==> config.mk <==
export PLATFORM = sky130hd
export DESIGN_NAME = modular_exponentiation_core
export DESIGN_NICKNAME = d
export VERILOG_FILES = /design/src/hdl/modexp_pkg.sv /design/src/hdl/modexp_dp.sv /design/src/hdl/modexp_ctrl.sv /design/src/hdl/modular_exponentiation_core.sv
export SDC_FILE = /design/constraint.sdc
export NUM_CORES = 2
export LEC_CHECK = 0
export BUFFER_PORTS_ARGS = -buffer_cell sky130_fd_sc_hd__buf_4
export CAP_MARGIN = 10
export CORE_MARGIN = 10
export CORE_UTILIZATION = 40
export CTS_CLUSTER_DIAMETER = 40
export DETAILED_ROUTE_END_ITERATION = 10
export HOLD_SLACK_MARGIN = 0.02
export PLACE_DENSITY = 0.65
export SYNTH_ARGS = -nofsm -noshare
export SYNTH_HDL_FRONTEND = slang
export SYNTH_SLANG_ARGS = --single-unit
export TNS_END_PERCENT = 30
==> constraint.sdc <==
create_clock -name aclk -period 19.8 [get_ports aclk]
set_input_delay 2.97 -clock aclk [delete_from_list [all_inputs] [get_ports aclk]]
set_output_delay 2.97 -clock aclk [all_outputs]
set_load 0.02 [all_outputs]
==> src/hdl/modexp_pkg.sv <==
// Package: widths, datapath command and status types for the modular exponentiation core.
`timescale 1ns / 1ps
`default_nettype none

package modexp_pkg;

    localparam int BASE_W   = 32;
    localparam int EXP_W    = 32;
    localparam int MOD_W    = 31;
    localparam int WIDTH    = 32;
    localparam int EXP_BITS = (WIDTH < EXP_W) ? WIDTH : EXP_W;
    localparam int PROD_W   = 2 * MOD_W;
    localparam int RCNT_W   = $clog2(PROD_W + 1);

    typedef enum logic [1:0] {
        SEL_BASE  = 2'd0,
        SEL_ACCSQ = 2'd1,
        SEL_SQSQ  = 2'd2
    } mul_sel_t;

    typedef struct packed {
        logic     load;
        logic     mul;
        mul_sel_t mul_sel;
        logic     step;
        logic     wr_base;
        logic     wr_acc;
        logic     wr_sq;
    } dp_cmd_t;

    typedef struct packed {
        logic red_done;
        logic exp_lsb;
        logic exp_zero;
        logic mod_zero;
    } dp_sts_t;

endpackage

`default_nettype wire

==> src/hdl/modexp_dp.sv <==
// Datapath: operand registers, 31x31 multiplier and bit-serial modular reduction.
`timescale 1ns / 1ps
`default_nettype none

module modexp_dp
    import modexp_pkg::*;
(
    input  wire logic               aclk,
    input  wire logic               aresetn,
    input  wire logic [BASE_W-1:0]  s_base,
    input  wire logic [EXP_W-1:0]   s_exponent,
    input  wire logic [MOD_W-1:0]   s_modulus,
    input  wire dp_cmd_t            cmd,
    output dp_sts_t                 sts,
    output logic      [MOD_W-1:0]   residue
);

    logic [MOD_W-1:0]    mod_reg;
    logic [EXP_BITS-1:0] exp_reg;
    logic                neg_reg;
    logic [BASE_W-1:0]   mag_reg;
    logic [MOD_W-1:0]    acc_reg;
    logic [MOD_W-1:0]    sq_reg;
    logic [PROD_W-1:0]   prod_reg;
    logic [MOD_W-1:0]    rem_reg;
    logic [RCNT_W-1:0]   red_cnt_reg;

    logic [MOD_W-1:0]    mul_a;
    logic [MOD_W-1:0]    mul_b;
    logic [PROD_W-1:0]   prod_next;
    logic [MOD_W:0]      shifted;
    logic [MOD_W:0]      diff;
    logic [MOD_W-1:0]    rem_next;
    logic [MOD_W-1:0]    base_res;
    logic [BASE_W-1:0]   mag_in;

    assign mag_in = s_base[BASE_W-1] ? (~s_base + BASE_W'(1)) : s_base;

    always_comb begin
        mul_a = sq_reg;
        mul_b = sq_reg;
        unique case (cmd.mul_sel)
            SEL_ACCSQ: mul_a = acc_reg;
            SEL_SQSQ:  mul_a = sq_reg;
            default:   mul_a = sq_reg;
        endcase
        if (cmd.mul_sel == SEL_BASE) begin
            prod_next = PROD_W'(mag_reg);
        end else begin
            prod_next = PROD_W'(mul_a) * PROD_W'(mul_b);
        end
    end

    assign shifted  = {rem_reg, prod_reg[PROD_W-1]};
    assign diff     = shifted - {1'b0, mod_reg};
    assign rem_next = (shifted >= {1'b0, mod_reg}) ? diff[MOD_W-1:0] : shifted[MOD_W-1:0];
    assign base_res = (neg_reg && (rem_reg != '0)) ? (mod_reg - rem_reg) : rem_reg;

    always_ff @(posedge aclk) begin
        if (cmd.load) begin
            mod_reg <= s_modulus;
            exp_reg <= s_exponent[EXP_BITS-1:0];
            neg_reg <= s_base[BASE_W-1];
            mag_reg <= mag_in;
            acc_reg <= (s_modulus > MOD_W'(1)) ? MOD_W'(1) : '0;
        end
        if (cmd.mul) begin
            prod_reg <= prod_next;
            rem_reg  <= '0;
        end else if (cmd.step) begin
            prod_reg <= {prod_reg[PROD_W-2:0], 1'b0};
            rem_reg  <= rem_next;
        end
        if (cmd.wr_base) begin
            sq_reg <= base_res;
        end
        if (cmd.wr_acc) begin
            acc_reg <= rem_reg;
        end
        if (cmd.wr_sq) begin
            sq_reg  <= rem_reg;
            exp_reg <= exp_reg >> 1;
        end
    end

    always_ff @(posedge aclk) begin
        if (!aresetn) begin
            red_cnt_reg <= '0;
        end else if (cmd.mul) begin
            red_cnt_reg <= '0;
        end else if (cmd.step) begin
            red_cnt_reg <= red_cnt_reg + RCNT_W'(1);
        end
    end

    assign sts.red_done = (red_cnt_reg == RCNT_W'(PROD_W));
    assign sts.exp_lsb  = exp_reg[0];
    assign sts.exp_zero = (exp_reg == '0);
    assign sts.mod_zero = (mod_reg == '0);
    assign residue      = acc_reg;

endmodule

`default_nettype wire

==> src/hdl/modexp_ctrl.sv <==
// Controller: sequences base reduction and square-and-multiply over the exponent bits.
`timescale 1ns / 1ps
`default_nettype none

module modexp_ctrl
    import modexp_pkg::*;
(
    input  wire logic    aclk,
    input  wire logic    aresetn,
    input  wire logic    s_valid,
    output logic         s_ready,
    output logic         m_valid,
    input  wire logic    m_ready,
    input  wire dp_sts_t sts,
    output dp_cmd_t      cmd
);

    typedef enum logic [8:0] {
        ST_IDLE     = 9'b000000001,
        ST_BASE_MUL = 9'b000000010,
        ST_BASE_RED = 9'b000000100,
        ST_CHECK    = 9'b000001000,
        ST_ACC_MUL  = 9'b000010000,
        ST_ACC_RED  = 9'b000100000,
        ST_SQ_MUL   = 9'b001000000,
        ST_SQ_RED   = 9'b010000000,
        ST_OUT      = 9'b100000000
    } state_t;

    state_t state_reg;
    state_t state_next;

    always_comb begin
        state_next  = state_reg;
        cmd         = '0;
        cmd.mul_sel = SEL_BASE;
        s_ready     = 1'b0;
        m_valid     = 1'b0;
        unique case (state_reg)
            ST_IDLE: begin
                s_ready  = 1'b1;
                cmd.load = s_valid;
                if (s_valid) state_next = ST_BASE_MUL;
            end
            ST_BASE_MUL: begin
                cmd.mul     = 1'b1;
                cmd.mul_sel = SEL_BASE;
                state_next  = ST_BASE_RED;
            end
            ST_BASE_RED: begin
                if (sts.red_done) begin
                    cmd.wr_base = 1'b1;
                    state_next  = ST_CHECK;
                end else begin
                    cmd.step = 1'b1;
                end
            end
            ST_CHECK: begin
                priority if (sts.mod_zero || sts.exp_zero) state_next = ST_OUT;
                else if (sts.exp_lsb) state_next = ST_ACC_MUL;
                else state_next = ST_SQ_MUL;
            end
            ST_ACC_MUL: begin
                cmd.mul     = 1'b1;
                cmd.mul_sel = SEL_ACCSQ;
                state_next  = ST_ACC_RED;
            end
            ST_ACC_RED: begin
                if (sts.red_done) begin
                    cmd.wr_acc = 1'b1;
                    state_next = ST_SQ_MUL;
                end else begin
                    cmd.step = 1'b1;
                end
            end
            ST_SQ_MUL: begin
                cmd.mul     = 1'b1;
                cmd.mul_sel = SEL_SQSQ;
                state_next  = ST_SQ_RED;
            end
            ST_SQ_RED: begin
                if (sts.red_done) begin
                    cmd.wr_sq  = 1'b1;
                    state_next = ST_CHECK;
                end else begin
                    cmd.step = 1'b1;
                end
            end
            ST_OUT: begin
                m_valid = 1'b1;
                if (m_ready) state_next = ST_IDLE;
            end
            default: state_next = ST_IDLE;
        endcase
    end

    always_ff @(posedge aclk) begin
        if (!aresetn) begin
            state_reg <= ST_IDLE;
        end else begin
            state_reg <= state_next;
        end
    end

endmodule

`default_nettype wire

==> src/hdl/modular_exponentiation_core.sv <==
// Top level: modular exponentiation core, base ^ exponent mod modulus.
//
//  channel  | handshake          | payload
//  ---------+--------------------+------------------------------------------
//  s_       | s_valid / s_ready  | s_base[31:0] signed, s_exponent[31:0], s_modulus[30:0]
//  m_       | m_valid / m_ready  | m_residue[30:0]
//
// One transaction at a time. The base is reduced first, then each exponent bit
// up to the highest set bit costs a check and a square, plus a multiply if the bit
// is set, each reduced by the bit-serial remainder unit (one product bit per cycle).
// Synchronous active-low reset returns the core to idle; a stalled result holds
// s_ready low until m_ready takes it.
`timescale 1ns / 1ps
`default_nettype none

module modular_exponentiation_core
    import modexp_pkg::*;
(
    input  wire logic               aclk,
    input  wire logic               aresetn,
    input  wire logic               s_valid,
    output logic                    s_ready,
    input  wire logic [BASE_W-1:0]  s_base,
    input  wire logic [EXP_W-1:0]   s_exponent,
    input  wire logic [MOD_W-1:0]   s_modulus,
    output logic                    m_valid,
    input  wire logic               m_ready,
    output logic      [MOD_W-1:0]   m_residue
);

    dp_cmd_t cmd;
    dp_sts_t sts;

    modexp_ctrl u_ctrl (
        .aclk    (aclk),
        .aresetn (aresetn),
        .s_valid (s_valid),
        .s_ready (s_ready),
        .m_valid (m_valid),
        .m_ready (m_ready),
        .sts     (sts),
        .cmd     (cmd)
    );

    modexp_dp u_dp (
        .aclk       (aclk),
        .aresetn    (aresetn),
        .s_base     (s_base),
        .s_exponent (s_exponent),
        .s_modulus  (s_modulus),
        .cmd        (cmd),
        .sts        (sts),
        .residue    (m_residue)
    );

    a_one_in_flight: assert property (@(posedge aclk) disable iff (!aresetn)
        m_valid |-> !s_ready)
        else $error("input accepted while a result is pending");

    a_accept_no_result: assert property (@(posedge aclk) disable iff (!aresetn)
        (s_valid && s_ready) |=> !m_valid)
        else $error("result raised right after input transaction");

    a_mul_restarts_red: assert property (@(posedge aclk) disable iff (!aresetn)
        cmd.mul |=> !sts.red_done)
        else $error("reduction counter not restarted by multiply");

    a_step_not_done: assert property (@(posedge aclk) disable iff (!aresetn)
        cmd.step |-> !sts.red_done)
        else $error("reduction step past the last product bit");

endmodule

`default_nettype wire

### Word-level counts from Yosys, hierarchy flattened

Cells that the tools add are included.

* bits in latches: 0
* ROM bits: 0
* bits of input ports: 99
* memories kept: 0
* output and inout port bits: 33
* memory bits (writable): 0
* word-level logic and storage cells: 81
* bits in registers: 266

* multiply operators: 1
* shift-type cells: 0
* reductions and logical operators: 14
* equality and inequality tests: 15
* bitwise gates (word level): 2
* add/subtract/negate cells: 4
* multiplexer cells: 31
* div/mod/pow operators: 0
* $lt $le $gt $ge: 2

Operators with widths (number)
* $mux W31: 10
* $mux W62: 3
* $pmux W9 S8: 1
* $mul A31 B31 Y62: 1
* $sub A31 B31 Y31: 2
* $mux W9: 5
* $add A32 B1 Y32 const B: 1
* $ge A32 B31 Y1: 1
* $logic_not A32 Y1: 1
* $not A32 Y32: 1
* $gt A31 B1 Y1 const B: 1
* $logic_not A31 Y1: 1
* $reduce_bool A31 Y1: 1
* $mux W1: 10
* $eq A9 B1 Y1 const B: 1
* $eq A9 B2 Y1 const B: 1
* $eq A9 B3 Y1 const B: 1
* $eq A9 B4 Y1 const B: 1
* $eq A9 B5 Y1 const B: 1
* $eq A9 B6 Y1 const B: 1
* $eq A9 B7 Y1 const B: 1
* $eq A9 B8 Y1 const B: 1
* $eq A9 B9 Y1 const B: 1
* $pmux W3 S3: 1
* other kinds (14): 20

### Longest topological paths before layout

* depth in word-level cells: 7
* depth in mapped cells: 36
* gate-level depth less buffers: 32

### Modules after synthesis

From an unflattened synthesis, not the netlist that was laid out.

* cell total of the unflattened synthesis: 4948
* area, all modules: 46086.7 µm²

Modules (own cells, without submodules)
* modexp_dp: area each 45467.4 µm², instances 1, cells each 4875, sequential area each 7337.0 µm²
* modexp_ctrl: area each 619.3 µm², instances 1, cells each 73, sequential area each 180.2 µm²

### Worst setup path before layout

Ideal clock, no wire load.

* kind: register to register
* start point: reg u_ctrl.state_reg[8]
* end point: reg u_dp.prod_reg[59], data pin
* cell stages (with the launch flop): 35
* period minus slack after synthesis: 8607 ps
* required time: 19539 ps
* path buffers: 4
* library setup time: 261 ps
* arrival time: 8346 ps
* path slack: 11193 ps
* path through: dfxtp_1 > nor4_1 > nand2b_1 > nor2_1 > and3_1 > clkbuf_1 > clkbuf_1 > nand2_1 > nand2_1 > clkbuf_1 > and2_1 > fa_1 > fa_1 > fa_1 > inv_1 > fa_1 > inv_1 > fa_1 > inv_1 > fa_1 > inv_1 > fa_1 > fa_1 > ha_1 > clkbuf_1 > nand4_1 > nor4_1 > a22oi_1 > a31oi_1 > a311oi_1 > nor3_1 > a311oi_1 > o21ai_0 > mux2i_1 > a221o_1

* cells in the longest elaborated chain, start to end: 7
* elaborated cells on any way between the ends: 10
* those cells by class: mul: 1; eq/ne: 4; mux: 4; reduce/logical: 1

RTL lines
* start: declaration: RTL line modexp_ctrl.sv:30 `state_t state_reg;`
* start signal: assignment: RTL line modexp_ctrl.sv:101 `state_reg <= state_next;`
* $eq A9 B7 Y1, or another cell as far along: RTL line modexp_ctrl.sv:39 `unique case (state_reg)`
* $pmux W3 S3 *: RTL line modexp_ctrl.sv:39
* $eq A2 B1 Y1: RTL line modexp_dp.sv:42 `unique case (cmd.mul_sel)`
* $mux W31: RTL line modexp_dp.sv:42
* $mul A31 B31 Y62: RTL line modexp_dp.sv:50 `prod_next = PROD_W'(mul_a) * PROD_W'(mul_b);`
* $mux W62: RTL line modexp_dp.sv:47 `if (cmd.mul_sel == SEL_BASE) begin`
* $mux W62 *: RTL line modexp_dp.sv:67 `if (cmd.mul) begin`
* end signal: assignment: RTL line modexp_dp.sv:68 `prod_reg <= prod_next;`
* end signal: assignment: RTL line modexp_dp.sv:71 `prod_reg <= {prod_reg[PROD_W-2:0], 1'b0};`
* end: declaration: RTL line modexp_dp.sv:24 `logic [PROD_W-1:0] prod_reg;`

Mark *: on every way between the ends. The rest lies on a longest branch, timed or not.
A chain may end at the register's enable or synchronous reset.

### Final worst setup path

Same ends and word-level chain as after synthesis.

==> flow_summary.toml <==
[run_status]
outcome = "finished, final reports clean"

[worst_setup_path]
r2r_cells = 32
required_ns = 20.06
worstPathArrival_ns = 10.90
path_class = "reg2reg"
timing.rr.start = "u_ctrl.state_reg[8]$_SDFFE_PN0P_"
crit_path_top_delay_cell = "a311oi_1"
cp-end-kind = "register"
crit_fanout = 34
critPathLaunchType = "register"
slowest_delay_ns = 0.66
r2r_end = "u_dp.prod_reg[59]$_DFFE_PP_"
cpMostUsedCell = "fa_1"
reg2reg_slack_ns = 9.16

[floorplan]
fp-row-count = 124
ios = 132
coreArea_um2 = 114000
chipHeight_um = 359
start_util_pct = 40.2
die_x_um = 359
dieArea_um2 = 129000

[logic_synthesis]
synth-edff-count = 219
yosysTopAreaCell = "fa_1"
synth_warnings = 0
syn_inst = 4910
synth_area_leaders = "fa_1 (37%), edfxtp_1 (14%), ha_1 (8.7%), inv_1 (7.0%), and2_1 (6.7%)"
synth_area_um2 = 46000
synth.distinct_cells = 86
ys_seq_elements = 266
synth_fp_nets = 6167
synth_flop_cell = "edfxtp_1"
avgSynthCellArea_um2 = 9.37
synthArstFlopShare_pct = 0
yosysSeqAreaShare_pct = 16.3
synth.top_cell.area_share_pct = 36.5

[final_layout]
mostFrequentLayoutCell = "inv_1"
fin_nets = 6136
final_util_pct = 43.4
layout_common_cells = "inv_1 (860), fa_1 (839), nand2_1 (709)"
syn_to_final_growth_pct = 7.79
fillers = 11000
largest_reg_flops = 62
final_layout_size_suffix_gt1_share_pct = 6.69

[sta]
fin_crit_sh_pct = 53.7
slew_violations = 0
final-hold-violation-count = 0
max_slew.worst_pin.slew_ns = 1.15
setup-tns-final_ns = 0
clock.fmax_mhz = 94.0
max_slew_margin_pct = 23.3
finalClockSkew_ns = 0.0334
min_period_ns = 10.64
final-setup-viol-count = 0
grt_setup_unrepaired = "no"

[cts]
post-cts-setup-buffer-count = 0
clockBufferDepth = 3
cts_hold_buffers = 0
path_clk_slew_ns = 0.06
clock_sinks = 266
cts_tree = "yes"
insertion_delay_ns = 0.53
clockRootBuffer = "clkbuf_16"
htreeDepth = 2
cts_resized = 0
cts_buffers = 34

[grt]
antenna_found_initial = 2
grt_pass1_vias = 35700
grt_max_degree = 75
grt_overflow_total = 0
grt_pass1_wl_um = 202000
grt_usage_pct = 19.2

[min_path]
hold_depth = 2
hp-start = "u_dp.red_cnt_reg[5]$_SDFFE_PP0P_"
min_to = "u_dp.red_cnt_reg[5]$_SDFFE_PP0P_"
min_path_type = "reg2reg"

[route]
drc = 0
antenna_left = 0
vias_per_cell = 5.28
wl_um = 124000
post_drt_wl_per_cell_um = 19.4
drt_iter0_drc = 2329
firstDrtPassIters = 6
routed-via-count = 33900

[placed_design]
port_buffers = 131
hpwl_um = 101000
place_congestion = 0.914

[power_and_ir_drop]
power.density_nw_per_um2 = 46.0
total_leakage_power_nw = 23.2
ir_drop_uv = 86.3

[flow_run]
maxCapViolations = 0
==> where the power goes <==
part | switching [W] | total (W) | leakage (nW) | internal [W]
clock network | 0.000249 | 0.000636 | 0.567 | 0.000387
registers | 0.0000942 | 0.000823 | 2.43 | 0.000729
logic | 0.000486 | 0.000824 | 20.2 | 0.000338
==> worst max-delay path by stage <==
| stage | startpoint | to | depth (start not counted) | slack [ns] |
|---|---|---|---|---|
| global route | u_ctrl.state_reg[2]$_SDFFE_PN0P_ | u_dp.prod_reg[59]$_DFFE_PP_ | 32 | 8.69 |
| floorplan | u_ctrl.state_reg[8]$_SDFFE_PN0P_ | u_dp.prod_reg[59]$_DFFE_PP_ | 34 | 11.19 |
| detailed placement | u_ctrl.state_reg[8]$_SDFFE_PN0P_ | u_dp.prod_reg[59]$_DFFE_PP_ | 32 | 9.31 |
| CTS | u_ctrl.state_reg[8]$_SDFFE_PN0P_ | u_dp.prod_reg[59]$_DFFE_PP_ | 32 | 9.21 |
| global placement | u_ctrl.state_reg[8]$_SDFFE_PN0P_ | u_dp.prod_reg[59]$_DFFE_PP_ | 32 | 9.38 |
| finish | u_ctrl.state_reg[8]$_SDFFE_PN0P_ | u_dp.prod_reg[59]$_DFFE_PP_ | 32 | 9.16 |
==> metrics by stage <==
stage / total power, W / setup slack (ns) / hold slack (ns) / cells / area (um^2)
global placement: 0.00164 / 9.38 / 0.488 / 6354 / 48400
floorplan: 0.00140 / 11.19 / 0.471 / 4910 / 46000
global route: 0.00242 / 8.69 / 0.536 / 6417 / 49600
CTS: 0.00229 / 9.21 / 0.513 / 6416 / 49600
finish: 0.00228 / 9.16 / 0.507 / 6418 / 49600
detailed placement: 0.00165 / 9.31 / 0.493 / 6355 / 48400
==> cell usage after synthesis (all sizes together), types with 13 or more instances <==
cell type    n
a21o        65
a21oi      136
a31oi       17
and2       493
and3        17
buf         13
clkbuf     255
dfxtp       47
edfxtp     219
fa         839
ha         319
inv        862
mux2        34
mux2i       63
nand2      710
nand2b      14
nand3       47
nand4       35
nor2       120
nor2b       16
nor3        25
nor4        40
o21a        24
o21ai      169
o21bai      22
o22ai       20
o31ai       15
xnor2       97
xor2        46
==> logic make-up (layout without fill, tap and decap cells) <==
kind of cell | after synthesis | count (layout) | synth area share (%)
AOI/OAI and AO/OA | 549 | 549 | 7.50
xor gates and xnor gates | 143 | 143 | 2.72
adders and majority gates | 1158 | 1158 | 45.2
buffers and inverters | 1130 | 1124 | 9.28
DFF | 266 | 266 | 16.3
muxes | 97 | 97 | 2.20
other | 0 | 2 | 0
and+or+nand+nor | 1567 | 1567 | 16.8
==> critical path: cells and delay by family, from the launching register on <==
kind,cells,cell delay (ns)
adders and majority gates,9,4.49
and+or+nand+nor,9,2.39
AOI/OAI and AO/OA,7,2.14
buffers and inverters,6,0.79
DFF,1,0.32
muxes,1,0.15
==> metal layers <==
metal	global-route usage, %	vias to the layer above	wire length (um)
met5	0	-	0
met4	4.26	0	2530
met3	2.32	136	7290
met2	31.6	1004	58600
met1	26.9	17500	55800
li1	-	15300	-
==> layout make-up <==
cell class | count | area, um^2 | share of cell area [%]
multi-input cells | 3514 | 34300 | 69.1
repair buffers | 201 | 1530 | 3.08
diodes | 2 | 5.00 | 0.0101
clock buffers | 41 | 908 | 1.83
clock inverters | 20 | 248 | 0.499
inverters | 862 | 3240 | 6.52
flip-flops and latches | 266 | 7520 | 15.2
well taps | 1512 | 1890 | 3.81
No activity file was read; power rests on OpenSTA's default activity.
